--- config.mk ---
export PLATFORM = sky130hd
export DESIGN_NAME = dxtc_image_vertical_flip_core_flat
export DESIGN_NICKNAME = d
export VERILOG_FILES = /design/src/sv/dxtf_pkg.sv /design/src/sv/dxtf_if.sv /design/src/sv/dxtf_front.sv /design/src/sv/dxtf_queue.sv /design/src/sv/dxtf_back.sv /design/src/sv/dxtc_image_vertical_flip_core.sv /design/src/flat_wrapper.sv
export SDC_FILE = /design/constraint.sdc
export NUM_CORES = 1
export LEC_CHECK = 0
export ABC_AREA = 0
export BUFFER_PORTS_ARGS = -buffer_cell sky130_fd_sc_hd__buf_4
export CAP_MARGIN = 20
export CORE_MARGIN = 2
export CORE_UTILIZATION = 35
export DETAILED_ROUTE_END_ITERATION = 8
export SLEW_MARGIN = 20
export SYNTH_ARGS = -nofsm -noshare
export SYNTH_HDL_FRONTEND = slang
export SYNTH_HIERARCHICAL = 1
export SYNTH_SLANG_ARGS = --single-unit
--- constraint.sdc ---
create_clock -name clk_i -period 11.4 [get_ports clk_i]
set_input_delay 1.71 -clock clk_i [delete_from_list [all_inputs] [get_ports clk_i]]
set_output_delay 1.71 -clock clk_i [all_outputs]
set_load 0.005 [all_outputs]
--- src/sv/dxtf_pkg.sv ---
package dxtf_pkg;

  localparam int unsigned MaxDimLog2Default = 12;
  localparam int unsigned DestW = 21;
  localparam int unsigned BlockW = 64;
  localparam int unsigned DimW = 4;
  localparam int unsigned LevelCntW = 4;
  localparam int unsigned FmtW = 2;
  localparam int unsigned BlockSideLog2 = 2;
  localparam int unsigned CfgIdxW = 4;
  localparam int unsigned CfgDataW = 8;
  localparam int unsigned QueueDepth = 2;

  typedef enum logic [CfgIdxW-1:0] {
    CfgWidthLog2  = 4'd0,
    CfgHeightLog2 = 4'd1,
    CfgLevelCount = 4'd2,
    CfgFormat     = 4'd3
  } cfg_idx_e;

  typedef enum logic [FmtW-1:0] {
    FmtDxt1 = 2'd0,
    FmtDxt3 = 2'd1,
    FmtDxt5 = 2'd2,
    FmtRaw  = 2'd3
  } fmt_e;

  typedef enum logic [1:0] {
    OpPass = 2'd0,
    OpHalf = 2'd1,
    OpFull = 2'd2
  } op_e;

  typedef struct packed {
    logic [DestW-1:0]  dest;
    logic              last;
    op_e               op;
    fmt_e              fmt;
    logic [BlockW-1:0] lo;
    logic [BlockW-1:0] hi;
  } entry_t;

endpackage

--- src/sv/dxtf_if.sv ---
interface dxtf_in_if;
  logic                       valid;
  logic                       ready;
  logic [dxtf_pkg::BlockW-1:0] block_lo;
  logic [dxtf_pkg::BlockW-1:0] block_hi;

  modport source (output valid, output block_lo, output block_hi, input ready);
  modport sink (input valid, input block_lo, input block_hi, output ready);
endinterface

interface dxtf_out_if;
  logic                       valid;
  logic                       ready;
  logic [dxtf_pkg::DestW-1:0]  dest_block;
  logic [dxtf_pkg::BlockW-1:0] out_lo;
  logic [dxtf_pkg::BlockW-1:0] out_hi;
  logic                       last_block;

  modport source (output valid, output dest_block, output out_lo, output out_hi,
                  output last_block, input ready);
  modport sink (input valid, input dest_block, input out_lo, input out_hi,
                input last_block, output ready);
endinterface

interface dxtf_cfg_if;
  logic                         valid;
  logic                         ready;
  logic [dxtf_pkg::CfgIdxW-1:0]  index;
  logic [dxtf_pkg::CfgDataW-1:0] data;

  modport source (output valid, output index, output data, input ready);
  modport sink (input valid, input index, input data, output ready);
endinterface

--- src/sv/dxtf_front.sv ---
module dxtf_front #(
  parameter int unsigned MaxDimLog2 = dxtf_pkg::MaxDimLog2Default
) (
  input  logic             clk_i,
  input  logic             rst_ni,
  dxtf_in_if.sink          in_i,
  dxtf_cfg_if.sink         cfg_i,
  input  logic             full_i,
  output logic             push_o,
  output dxtf_pkg::entry_t entry_o
);
  import dxtf_pkg::*;

  localparam int unsigned ColW = (MaxDimLog2 > BlockSideLog2) ? MaxDimLog2 - BlockSideLog2 : 1;
  localparam int unsigned LevelW = $clog2(MaxDimLog2 + 2);
  localparam int unsigned ShW = $clog2(2 * MaxDimLog2 + 1);
  localparam logic [DimW-1:0] MaxDim = DimW'(MaxDimLog2);
  localparam logic [LevelCntW:0] MaxLevels = (LevelCntW + 1)'(MaxDimLog2 + 1);

  logic [DimW-1:0]      width_q, height_q;
  logic [LevelCntW-1:0] level_count_q;
  fmt_e                 fmt_q;

  logic [LevelW-1:0] level_q;
  logic [ColW-1:0]   col_q, row_q;
  logic [DestW-1:0]  base_q;

  logic [DimW-1:0]   wl, hl, wd, hd, shw, shh;
  logic [ColW-1:0]   mask_c, mask_r, drow;
  logic              col_last, row_last, level_last;
  logic [LevelCntW:0] eff_levels, clamp_levels;
  logic [LevelW:0]   level_inc;
  logic              cfg_restart, accept;
  op_e               op;

  assign cfg_i.ready = 1'b1;
  assign in_i.ready  = !full_i;
  assign accept      = in_i.valid && !full_i;
  assign push_o      = accept;
  assign cfg_restart = cfg_i.valid && (cfg_i.index <= CfgFormat);

  always_comb begin
    wl = (width_q > MaxDim) ? MaxDim : width_q;
    hl = (height_q > MaxDim) ? MaxDim : height_q;
    wd = (wl > DimW'(level_q)) ? wl - DimW'(level_q) : '0;
    hd = (hl > DimW'(level_q)) ? hl - DimW'(level_q) : '0;
    shw = (wd > DimW'(BlockSideLog2)) ? wd - DimW'(BlockSideLog2) : '0;
    shh = (hd > DimW'(BlockSideLog2)) ? hd - DimW'(BlockSideLog2) : '0;
    mask_c = ColW'(((ColW + 1)'(1) << shw) - (ColW + 1)'(1));
    mask_r = ColW'(((ColW + 1)'(1) << shh) - (ColW + 1)'(1));
    col_last = (col_q == mask_c);
    row_last = (row_q == mask_r);
    clamp_levels = ({1'b0, level_count_q} > MaxLevels) ? MaxLevels : {1'b0, level_count_q};
    eff_levels = (level_count_q == '0) ? (LevelCntW + 1)'(1) : clamp_levels;
    level_inc = {1'b0, level_q} + (LevelW + 1)'(1);
    level_last = ((LevelCntW + 1)'(level_inc) >= eff_levels);

    if (fmt_q == FmtRaw) begin
      op = OpPass;
    end else if (hd == DimW'(1)) begin
      op = OpHalf;
    end else if (hd >= DimW'(2)) begin
      op = OpFull;
    end else begin
      op = OpPass;
    end
    drow = (op == OpFull) ? mask_r - row_q : row_q;

    entry_o.dest = base_q + (DestW'(drow) << shw) + DestW'(col_q);
    entry_o.last = col_last && row_last && level_last;
    entry_o.op   = op;
    entry_o.fmt  = fmt_q;
    entry_o.lo   = in_i.block_lo;
    entry_o.hi   = in_i.block_hi;
  end

  always_ff @(posedge clk_i or negedge rst_ni) begin
    if (!rst_ni) begin
      width_q       <= '0;
      height_q      <= '0;
      level_count_q <= LevelCntW'(1);
      fmt_q         <= FmtDxt1;
      level_q       <= '0;
      col_q         <= '0;
      row_q         <= '0;
      base_q        <= '0;
    end else begin
      if (cfg_i.valid) begin
        unique case (cfg_i.index)
          CfgWidthLog2:  width_q       <= cfg_i.data[DimW-1:0];
          CfgHeightLog2: height_q      <= cfg_i.data[DimW-1:0];
          CfgLevelCount: level_count_q <= cfg_i.data[LevelCntW-1:0];
          CfgFormat:     fmt_q         <= fmt_e'(cfg_i.data[FmtW-1:0]);
          default: ;
        endcase
      end
      if (cfg_restart) begin
        level_q <= '0;
        col_q   <= '0;
        row_q   <= '0;
        base_q  <= '0;
      end else if (accept) begin
        if (!col_last) begin
          col_q <= col_q + ColW'(1);
        end else begin
          col_q <= '0;
          if (!row_last) begin
            row_q <= row_q + ColW'(1);
          end else begin
            row_q <= '0;
            if (level_last) begin
              level_q <= '0;
              base_q  <= '0;
            end else begin
              level_q <= LevelW'(level_inc);
              base_q  <= base_q + (DestW'(1) << (ShW'(shw) + ShW'(shh)));
            end
          end
        end
      end
    end
  end

  assert property (@(posedge clk_i) disable iff (!rst_ni)
    (accept && !cfg_i.valid && entry_o.last) |=> (level_q == '0 && col_q == '0 && row_q == '0))
    else $error("walk did not wrap after the last block");
  assert property (@(posedge clk_i) disable iff (!rst_ni)
    (col_q <= mask_c) && (row_q <= mask_r))
    else $error("block position outside the current level");
  assert property (@(posedge clk_i) disable iff (!rst_ni)
    cfg_restart |=> (base_q == '0 && level_q == '0))
    else $error("register write did not restart the walk");

endmodule

--- src/sv/dxtf_queue.sv ---
module dxtf_queue (
  input  logic             clk_i,
  input  logic             rst_ni,
  input  logic             push_i,
  input  dxtf_pkg::entry_t entry_i,
  output logic             full_o,
  input  logic             pop_i,
  output dxtf_pkg::entry_t entry_o,
  output logic             empty_o
);
  import dxtf_pkg::*;

  localparam int unsigned PtrW = (QueueDepth > 1) ? $clog2(QueueDepth) : 1;
  localparam int unsigned CntW = $clog2(QueueDepth + 1);

  entry_t            mem_q [QueueDepth];
  logic [PtrW-1:0]   wr_ptr_q, rd_ptr_q;
  logic [CntW-1:0]   count_q;

  assign full_o  = (count_q == CntW'(QueueDepth));
  assign empty_o = (count_q == '0);
  assign entry_o = mem_q[rd_ptr_q];

  always_ff @(posedge clk_i) begin
    if (push_i) begin
      mem_q[wr_ptr_q] <= entry_i;
    end
  end

  always_ff @(posedge clk_i or negedge rst_ni) begin
    if (!rst_ni) begin
      wr_ptr_q <= '0;
      rd_ptr_q <= '0;
      count_q  <= '0;
    end else begin
      if (push_i) begin
        wr_ptr_q <= (wr_ptr_q == PtrW'(QueueDepth - 1)) ? '0 : wr_ptr_q + PtrW'(1);
      end
      if (pop_i) begin
        rd_ptr_q <= (rd_ptr_q == PtrW'(QueueDepth - 1)) ? '0 : rd_ptr_q + PtrW'(1);
      end
      if (push_i && !pop_i) begin
        count_q <= count_q + CntW'(1);
      end else if (pop_i && !push_i) begin
        count_q <= count_q - CntW'(1);
      end
    end
  end

  assert property (@(posedge clk_i) disable iff (!rst_ni)
    count_q <= CntW'(QueueDepth))
    else $error("queue count beyond depth");
  assert property (@(posedge clk_i) disable iff (!rst_ni)
    pop_i |-> !empty_o)
    else $error("pop from an empty queue");
  assert property (@(posedge clk_i) disable iff (!rst_ni)
    (push_i && !pop_i) |=> (count_q == $past(count_q) + CntW'(1)))
    else $error("queue count did not follow a push");

endmodule

--- src/sv/dxtf_back.sv ---
module dxtf_back (
  input  logic             clk_i,
  input  logic             rst_ni,
  input  dxtf_pkg::entry_t entry_i,
  input  logic             empty_i,
  output logic             pop_o,
  dxtf_out_if.source       out_o
);
  import dxtf_pkg::*;

  logic              valid_q;
  logic [DestW-1:0]  dest_q;
  logic [BlockW-1:0] lo_q, hi_q, lo_d, hi_d;
  logic              last_q;

  function automatic logic [BlockW-1:0] color_full(input logic [BlockW-1:0] x);
    return {x[39:32], x[47:40], x[55:48], x[63:56], x[31:0]};
  endfunction

  function automatic logic [BlockW-1:0] color_half(input logic [BlockW-1:0] x);
    return {x[63:48], x[39:32], x[47:40], x[31:0]};
  endfunction

  function automatic logic [BlockW-1:0] alpha4_full(input logic [BlockW-1:0] x);
    return {x[15:0], x[31:16], x[47:32], x[63:48]};
  endfunction

  function automatic logic [BlockW-1:0] alpha4_half(input logic [BlockW-1:0] x);
    return {x[63:32], x[15:0], x[31:16]};
  endfunction

  function automatic logic [BlockW-1:0] alpha3_full(input logic [BlockW-1:0] x);
    return {x[27:16], x[39:28], x[51:40], x[63:52], x[15:0]};
  endfunction

  function automatic logic [BlockW-1:0] alpha3_half(input logic [BlockW-1:0] x);
    return {x[63:40], x[27:16], x[39:28], x[15:0]};
  endfunction

  assign pop_o            = !empty_i && (!valid_q || out_o.ready);
  assign out_o.valid      = valid_q;
  assign out_o.dest_block = dest_q;
  assign out_o.out_lo     = lo_q;
  assign out_o.out_hi     = hi_q;
  assign out_o.last_block = last_q;

  always_comb begin
    lo_d = entry_i.lo;
    hi_d = entry_i.hi;
    case (entry_i.op)
      OpHalf: begin
        if (entry_i.fmt == FmtDxt1) begin
          lo_d = color_half(entry_i.lo);
        end else begin
          lo_d = (entry_i.fmt == FmtDxt3) ? alpha4_half(entry_i.lo) : alpha3_half(entry_i.lo);
          hi_d = color_half(entry_i.hi);
        end
      end
      OpFull: begin
        if (entry_i.fmt == FmtDxt1) begin
          lo_d = color_full(entry_i.lo);
        end else begin
          lo_d = (entry_i.fmt == FmtDxt3) ? alpha4_full(entry_i.lo) : alpha3_full(entry_i.lo);
          hi_d = color_full(entry_i.hi);
        end
      end
      default: ;
    endcase
    if (entry_i.fmt == FmtDxt1) begin
      hi_d = '0;
    end
  end

  always_ff @(posedge clk_i or negedge rst_ni) begin
    if (!rst_ni) begin
      valid_q <= 1'b0;
    end else if (pop_o) begin
      valid_q <= 1'b1;
    end else if (out_o.ready) begin
      valid_q <= 1'b0;
    end
  end

  always_ff @(posedge clk_i) begin
    if (pop_o) begin
      dest_q <= entry_i.dest;
      lo_q   <= lo_d;
      hi_q   <= hi_d;
      last_q <= entry_i.last;
    end
  end

  assert property (@(posedge clk_i) disable iff (!rst_ni)
    pop_o |=> valid_q)
    else $error("result register not loaded after a pop");
  assert property (@(posedge clk_i) disable iff (!rst_ni)
    (valid_q && !out_o.ready) |-> !pop_o)
    else $error("held result overwritten");
  assert property (@(posedge clk_i) disable iff (!rst_ni)
    (empty_i && !valid_q) |=> !valid_q)
    else $error("result appeared without a queued block");

endmodule

--- src/sv/dxtc_image_vertical_flip_core.sv ---
// Vertical flip of DXT1, DXT3 and DXT5 blocks over a mip chain: each block
// request comes out with its lines mirrored and with its destination index,
// so that block rows are reversed within each level; levels two texels high
// only exchange their first two lines, and levels one texel high pass
// through, as do raw blocks. The block takes one request per cycle and gives
// one result per cycle when neither side stalls; each block is held in the
// queue, then the output register. Walker counters step per accepted block,
// and a two-entry queue plus the output register let input and output stall
// independently. Any register write restarts the walk at the first block.
module dxtc_image_vertical_flip_core #(
  parameter int unsigned MaxDimLog2 = dxtf_pkg::MaxDimLog2Default
) (
  input  logic       clk_i,
  input  logic       rst_ni,
  dxtf_in_if.sink    in_i,
  dxtf_cfg_if.sink   cfg_i,
  dxtf_out_if.source out_o
);
  import dxtf_pkg::*;

  logic   push, full, pop, empty;
  entry_t front_entry, back_entry;

  dxtf_front #(
    .MaxDimLog2(MaxDimLog2)
  ) u_front (
    .clk_i  (clk_i),
    .rst_ni (rst_ni),
    .in_i   (in_i),
    .cfg_i  (cfg_i),
    .full_i (full),
    .push_o (push),
    .entry_o(front_entry)
  );

  dxtf_queue u_queue (
    .clk_i  (clk_i),
    .rst_ni (rst_ni),
    .push_i (push),
    .entry_i(front_entry),
    .full_o (full),
    .pop_i  (pop),
    .entry_o(back_entry),
    .empty_o(empty)
  );

  dxtf_back u_back (
    .clk_i  (clk_i),
    .rst_ni (rst_ni),
    .entry_i(back_entry),
    .empty_i(empty),
    .pop_o  (pop),
    .out_o  (out_o)
  );

endmodule
--- src/flat_wrapper.sv ---
// flat-port wrapper written by rule: the top's interface ports become plain ports
module dxtc_image_vertical_flip_core_flat import dxtf_pkg::*;
#(
  parameter int unsigned MaxDimLog2 = dxtf_pkg::MaxDimLog2Default
)
  (clk_i, rst_ni, in_i_valid, in_i_block_lo, in_i_block_hi, in_i_ready, cfg_i_valid, cfg_i_index, cfg_i_data, cfg_i_ready, out_o_valid, out_o_dest_block, out_o_out_lo, out_o_out_hi, out_o_last_block, out_o_ready);
  dxtf_in_if in_i_i ();
  dxtf_cfg_if cfg_i_i ();
  dxtf_out_if out_o_i ();
  input  logic clk_i;
  input  logic rst_ni;
  input wire logic [$bits(in_i_i.valid)-1:0] in_i_valid;
  input wire logic [$bits(in_i_i.block_lo)-1:0] in_i_block_lo;
  input wire logic [$bits(in_i_i.block_hi)-1:0] in_i_block_hi;
  output wire logic [$bits(in_i_i.ready)-1:0] in_i_ready;
  input wire logic [$bits(cfg_i_i.valid)-1:0] cfg_i_valid;
  input wire logic [$bits(cfg_i_i.index)-1:0] cfg_i_index;
  input wire logic [$bits(cfg_i_i.data)-1:0] cfg_i_data;
  output wire logic [$bits(cfg_i_i.ready)-1:0] cfg_i_ready;
  output wire logic [$bits(out_o_i.valid)-1:0] out_o_valid;
  output wire logic [$bits(out_o_i.dest_block)-1:0] out_o_dest_block;
  output wire logic [$bits(out_o_i.out_lo)-1:0] out_o_out_lo;
  output wire logic [$bits(out_o_i.out_hi)-1:0] out_o_out_hi;
  output wire logic [$bits(out_o_i.last_block)-1:0] out_o_last_block;
  input wire logic [$bits(out_o_i.ready)-1:0] out_o_ready;
  assign in_i_i.valid = in_i_valid;
  assign in_i_i.block_lo = in_i_block_lo;
  assign in_i_i.block_hi = in_i_block_hi;
  assign in_i_ready = in_i_i.ready;
  assign cfg_i_i.valid = cfg_i_valid;
  assign cfg_i_i.index = cfg_i_index;
  assign cfg_i_i.data = cfg_i_data;
  assign cfg_i_ready = cfg_i_i.ready;
  assign out_o_valid = out_o_i.valid;
  assign out_o_dest_block = out_o_i.dest_block;
  assign out_o_out_lo = out_o_i.out_lo;
  assign out_o_out_hi = out_o_i.out_hi;
  assign out_o_last_block = out_o_i.last_block;
  assign out_o_i.ready = out_o_ready;
  dxtc_image_vertical_flip_core #(.MaxDimLog2(MaxDimLog2)) u_core (.clk_i(clk_i), .rst_ni(rst_ni), .in_i(in_i_i), .cfg_i(cfg_i_i), .out_o(out_o_i));
endmodule
==> impl_metrics.csv <==
group,metric,value,unit
synth,synth_fp_nets,2414,
worst_setup_path,crit_arrival,9.36,ns
worst_setup_path,setup.worst_path.start_class,"flop",
synth,ys_seq_elements,522,
worst_setup_path,r2r-end,"u_core/u_queue/mem_q[0][153]",
worst_setup_path,rrSetupSlack,2.36,ns
detailed_routing,drt_iter0_markers,1724,
die,die_h,284,um
global_routing,track_usage,17.7,%
layout,final_cell_mix,"edfxtp_1 (458), buf_4 (311), mux2_2 (176)",
layout,nets,2544,
timing,timing.fmax,111,MHz
clocking,hold_buffers,0,
die,die_w,284,um
timing,grt_setup_unrepaired,"false",
clocking,clockRootBuffer,"clkbuf_16",
worst_hold_path,hold-path-endpoint,"u_core/u_queue/count_q[1]",
clocking,cts.clk_slew.worst_paths,0.07,ns
detailed_routing,drc_errors,0,
place,hpwl,51.2,mm
die,die_area,80700,um^2
timing,skew,0.0180,ns
clocking,insertion_delay,0.60,ns
detailed_routing,wl,74.0,mm
synth,synth_cells,2170,
layout,seq_area,15400,um^2
timing,finalSetupViolCount,0,
worst_hold_path,hold_class,"flop to flop",
place,io_buffers,292,
synth,ys_warn_count,6,
die,core_area,77600,um^2
worst_hold_path,min_from,"u_core/u_queue/count_q[1]",
synth,synth-edff-count,458,
timing,max_slew_margin,29.3,%
synth,synth-seq-area-share,56.0,%
global_routing,grt_max_degree,155,
detailed_routing,first_pass_iters,6,
detailed_routing,post_drt_wl_per_cell,21.8,um
worst_setup_path,critPathSlowestCell,"dfrtp_1",
synth,synth_area,27400,um^2
die,initial_core_util,35.4,%
run_status,outcome,"finished clean",
timing,drv_slew,0,
detailed_routing,vias,18200,
worst_hold_path,whs_path_depth,1,
global_routing,gr-total-overflow,0,
place,gp_congestion,0.877,
global_routing,antenna_found_initial,2,
timing,fin_crit_sh,79.3,%
worst_setup_path,reg2regPathDepth,35,
worst_setup_path,required,11.72,ns
worst_setup_path,worstReg2RegStart,"u_core/u_front/level_q[0]",
timing,final.setup.tns,0,ns
timing,fin_crit,9.04,ns
worst_setup_path,endpoint_kind,"flop",
clocking,cts_resized,0,
layout,layout_commonest_cell,"edfxtp_1",
layout,drive_above_1_share,27.0,%
detailed_routing,vias_per_cell,5.36,
timing,worstMarginPinSlew,1.06,ns
global_routing,grt_first_pass_wirelength,111,mm
clocking,cts_sinks,522,
synth,yosysUniqueCellTypes,87,
detailed_routing,ant_nets,0,
synth,async_flop_share,12.3,%
worst_setup_path,cpPeakStageDelay,0.52,ns
clocking,cts_made_buffers,56,
layout,multi_input_area,10300,um^2
layout,area_growth,14.3,%
worst_setup_path,critPathKind,"flop to flop",
synth,ys.flop_type,"edfxtp_1",
worst_setup_path,timing.critical_path.mode_cell,"a21oi_1",
worst_setup_path,path_max_fanout,7,
die,io_pins,298,
clocking,cts_tree,"done",
timing,final_hold_viol_count,0,
synth,syn_area_per_cell,12.6,um^2
clocking,clk_path_buf_depth,3,
die,rows,102,
clocking,ctsHtreeMaxLevel,2,
run,drv_cap,0,
clocking,postCtsSetupBuffers,0,
layout,fillers,7237,
global_routing,grt_pass1_vias,18300,
==> worst max path at each step <==
stage / end / cells after the start / slack [ns] / start
after floorplan: u_core/u_queue/count_q[1] / 6 / 1.26 / out_o_ready
after global placement: u_core/u_queue/mem_q[0][153] / 35 / 2.69 / u_core/u_front/level_q[0]
after detailed placement: u_core/u_queue/mem_q[0][153] / 35 / 2.50 / u_core/u_front/level_q[0]
after CTS: u_core/u_queue/mem_q[0][153] / 35 / 2.44 / u_core/u_front/level_q[0]
after global routing: u_core/u_queue/mem_q[0][153] / 35 / 1.62 / u_core/u_front/level_q[0]
final: u_core/u_queue/mem_q[0][153] / 35 / 2.36 / u_core/u_front/level_q[0]
==> through the flow <==
stage          instance area (um^2)  worst slack [ns]  std cells  util (%)  hold slack (ns)
6_report                      31400              2.36       3391      40.4            0.495
2_1_floorplan                 27400              1.26       2170         -            0.455
3_5_place_dp                  29500              2.50       3282      38.0            0.493
3_3_place_gp                  29500              2.69       3282      38.0            0.475
5_1_grt                       31400              1.62       3390      40.4            0.514
4_1_cts                       31400              2.44       3388      40.4            0.505
==> metal layers <==
metal	vias to the layer above	track usage (%)	routed length, um
met5	-	0	0
met4	0	4.38	1470
met3	123	3.10	4910
met2	704	29.9	36100
met1	8993	23.6	31500
li1	8346	-	-
==> worst max-delay path, delay by kind of cell (launching register included) <==
kind	cells	cell delay (ns)
buffers and inverters	1	0.06
adder cells (fa/ha/maj)	6	2.05
AO/OA/AOI/OAI	16	3.16
XOR/XNOR	3	1.06
AND/OR/NAND/NOR	8	1.51
multiplexers	1	0.39
flip-flops	1	0.52
==> logic make-up (layout without fill, tap and decap cells) <==
kind of cell	after synthesis	count (layout)	share of synthesized area (%)
buffers and inverters	304	482	6.81
and+or+nand+nor	522	522	9.27
muxes	225	225	9.06
adders and majority gates	99	99	4.95
xor gates and xnor gates	61	61	2.07
AOI/OAI and AO/OA	436	436	11.9
DFF	522	522	56.0
other	1	4	0.0137
==> cells in the mapped netlist (17+ instances only) <==
cell / number / area share [%]
buf_4: 134 / 3.7
a221o_1: 17 / 0.62
xor2_1: 25 / 0.80
a22oi_1: 20 / 0.55
nand3_1: 64 / 1.2
buf_2: 21 / 0.38
nand2_1: 103 / 1.4
a221oi_1: 17 / 0.54
nand2b_1: 22 / 0.50
mux2i_1: 48 / 1.8
mux2_2: 176 / 7.2
a21oi_1: 59 / 1.1
o32a_1: 18 / 0.66
edfxtp_1: 458 / 50
nor2_1: 164 / 2.2
xnor2_1: 33 / 1.1
o221ai_1: 34 / 1.1
ha_1: 83 / 3.8
a31oi_1: 26 / 0.59
a211oi_1: 24 / 0.66
o21a_1: 35 / 0.96
dfrtp_1: 63 / 5.7
clkbuf_1: 53 / 0.72
nor3_1: 38 / 0.69
and2_1: 43 / 0.98
o21ai_0: 55 / 1.0
nor2b_1: 28 / 0.64
inv_1: 61 / 0.83
==> layout make-up <==
class	instances	share of cell area [%]
clock inverters	42	1.24
clock buffers	64	4.66
inverters	64	0.766
flip-flops and latches	522	49.0
repair buffers	312	7.51
multi-input cells	1344	32.7
well taps	1040	4.15
diodes	3	0.0239
==> sequential cells by signal, summed over array words and instances, names as in the netlist, 2 cells and up <==
name,flops
u_core/u_front/fmt_q,2
u_core/u_front/width_q,4
u_core/u_back/out_o.dest_block,21
u_core/u_back/out_o.out_hi,64
u_core/u_front/base_q,21
u_core/u_front/row_q,10
u_core/u_queue/mem_q,308
u_core/u_front/height_q,4
u_core/u_queue/count_q,2
u_core/u_front/level_q,4
u_core/u_front/col_q,10
u_core/u_front/level_count_q,4
u_core/u_back/out_o.out_lo,64
Power is left out: the tool's default activity adds up to more than one toggle a clock period on the data nets, which glitch-free logic cannot reach.
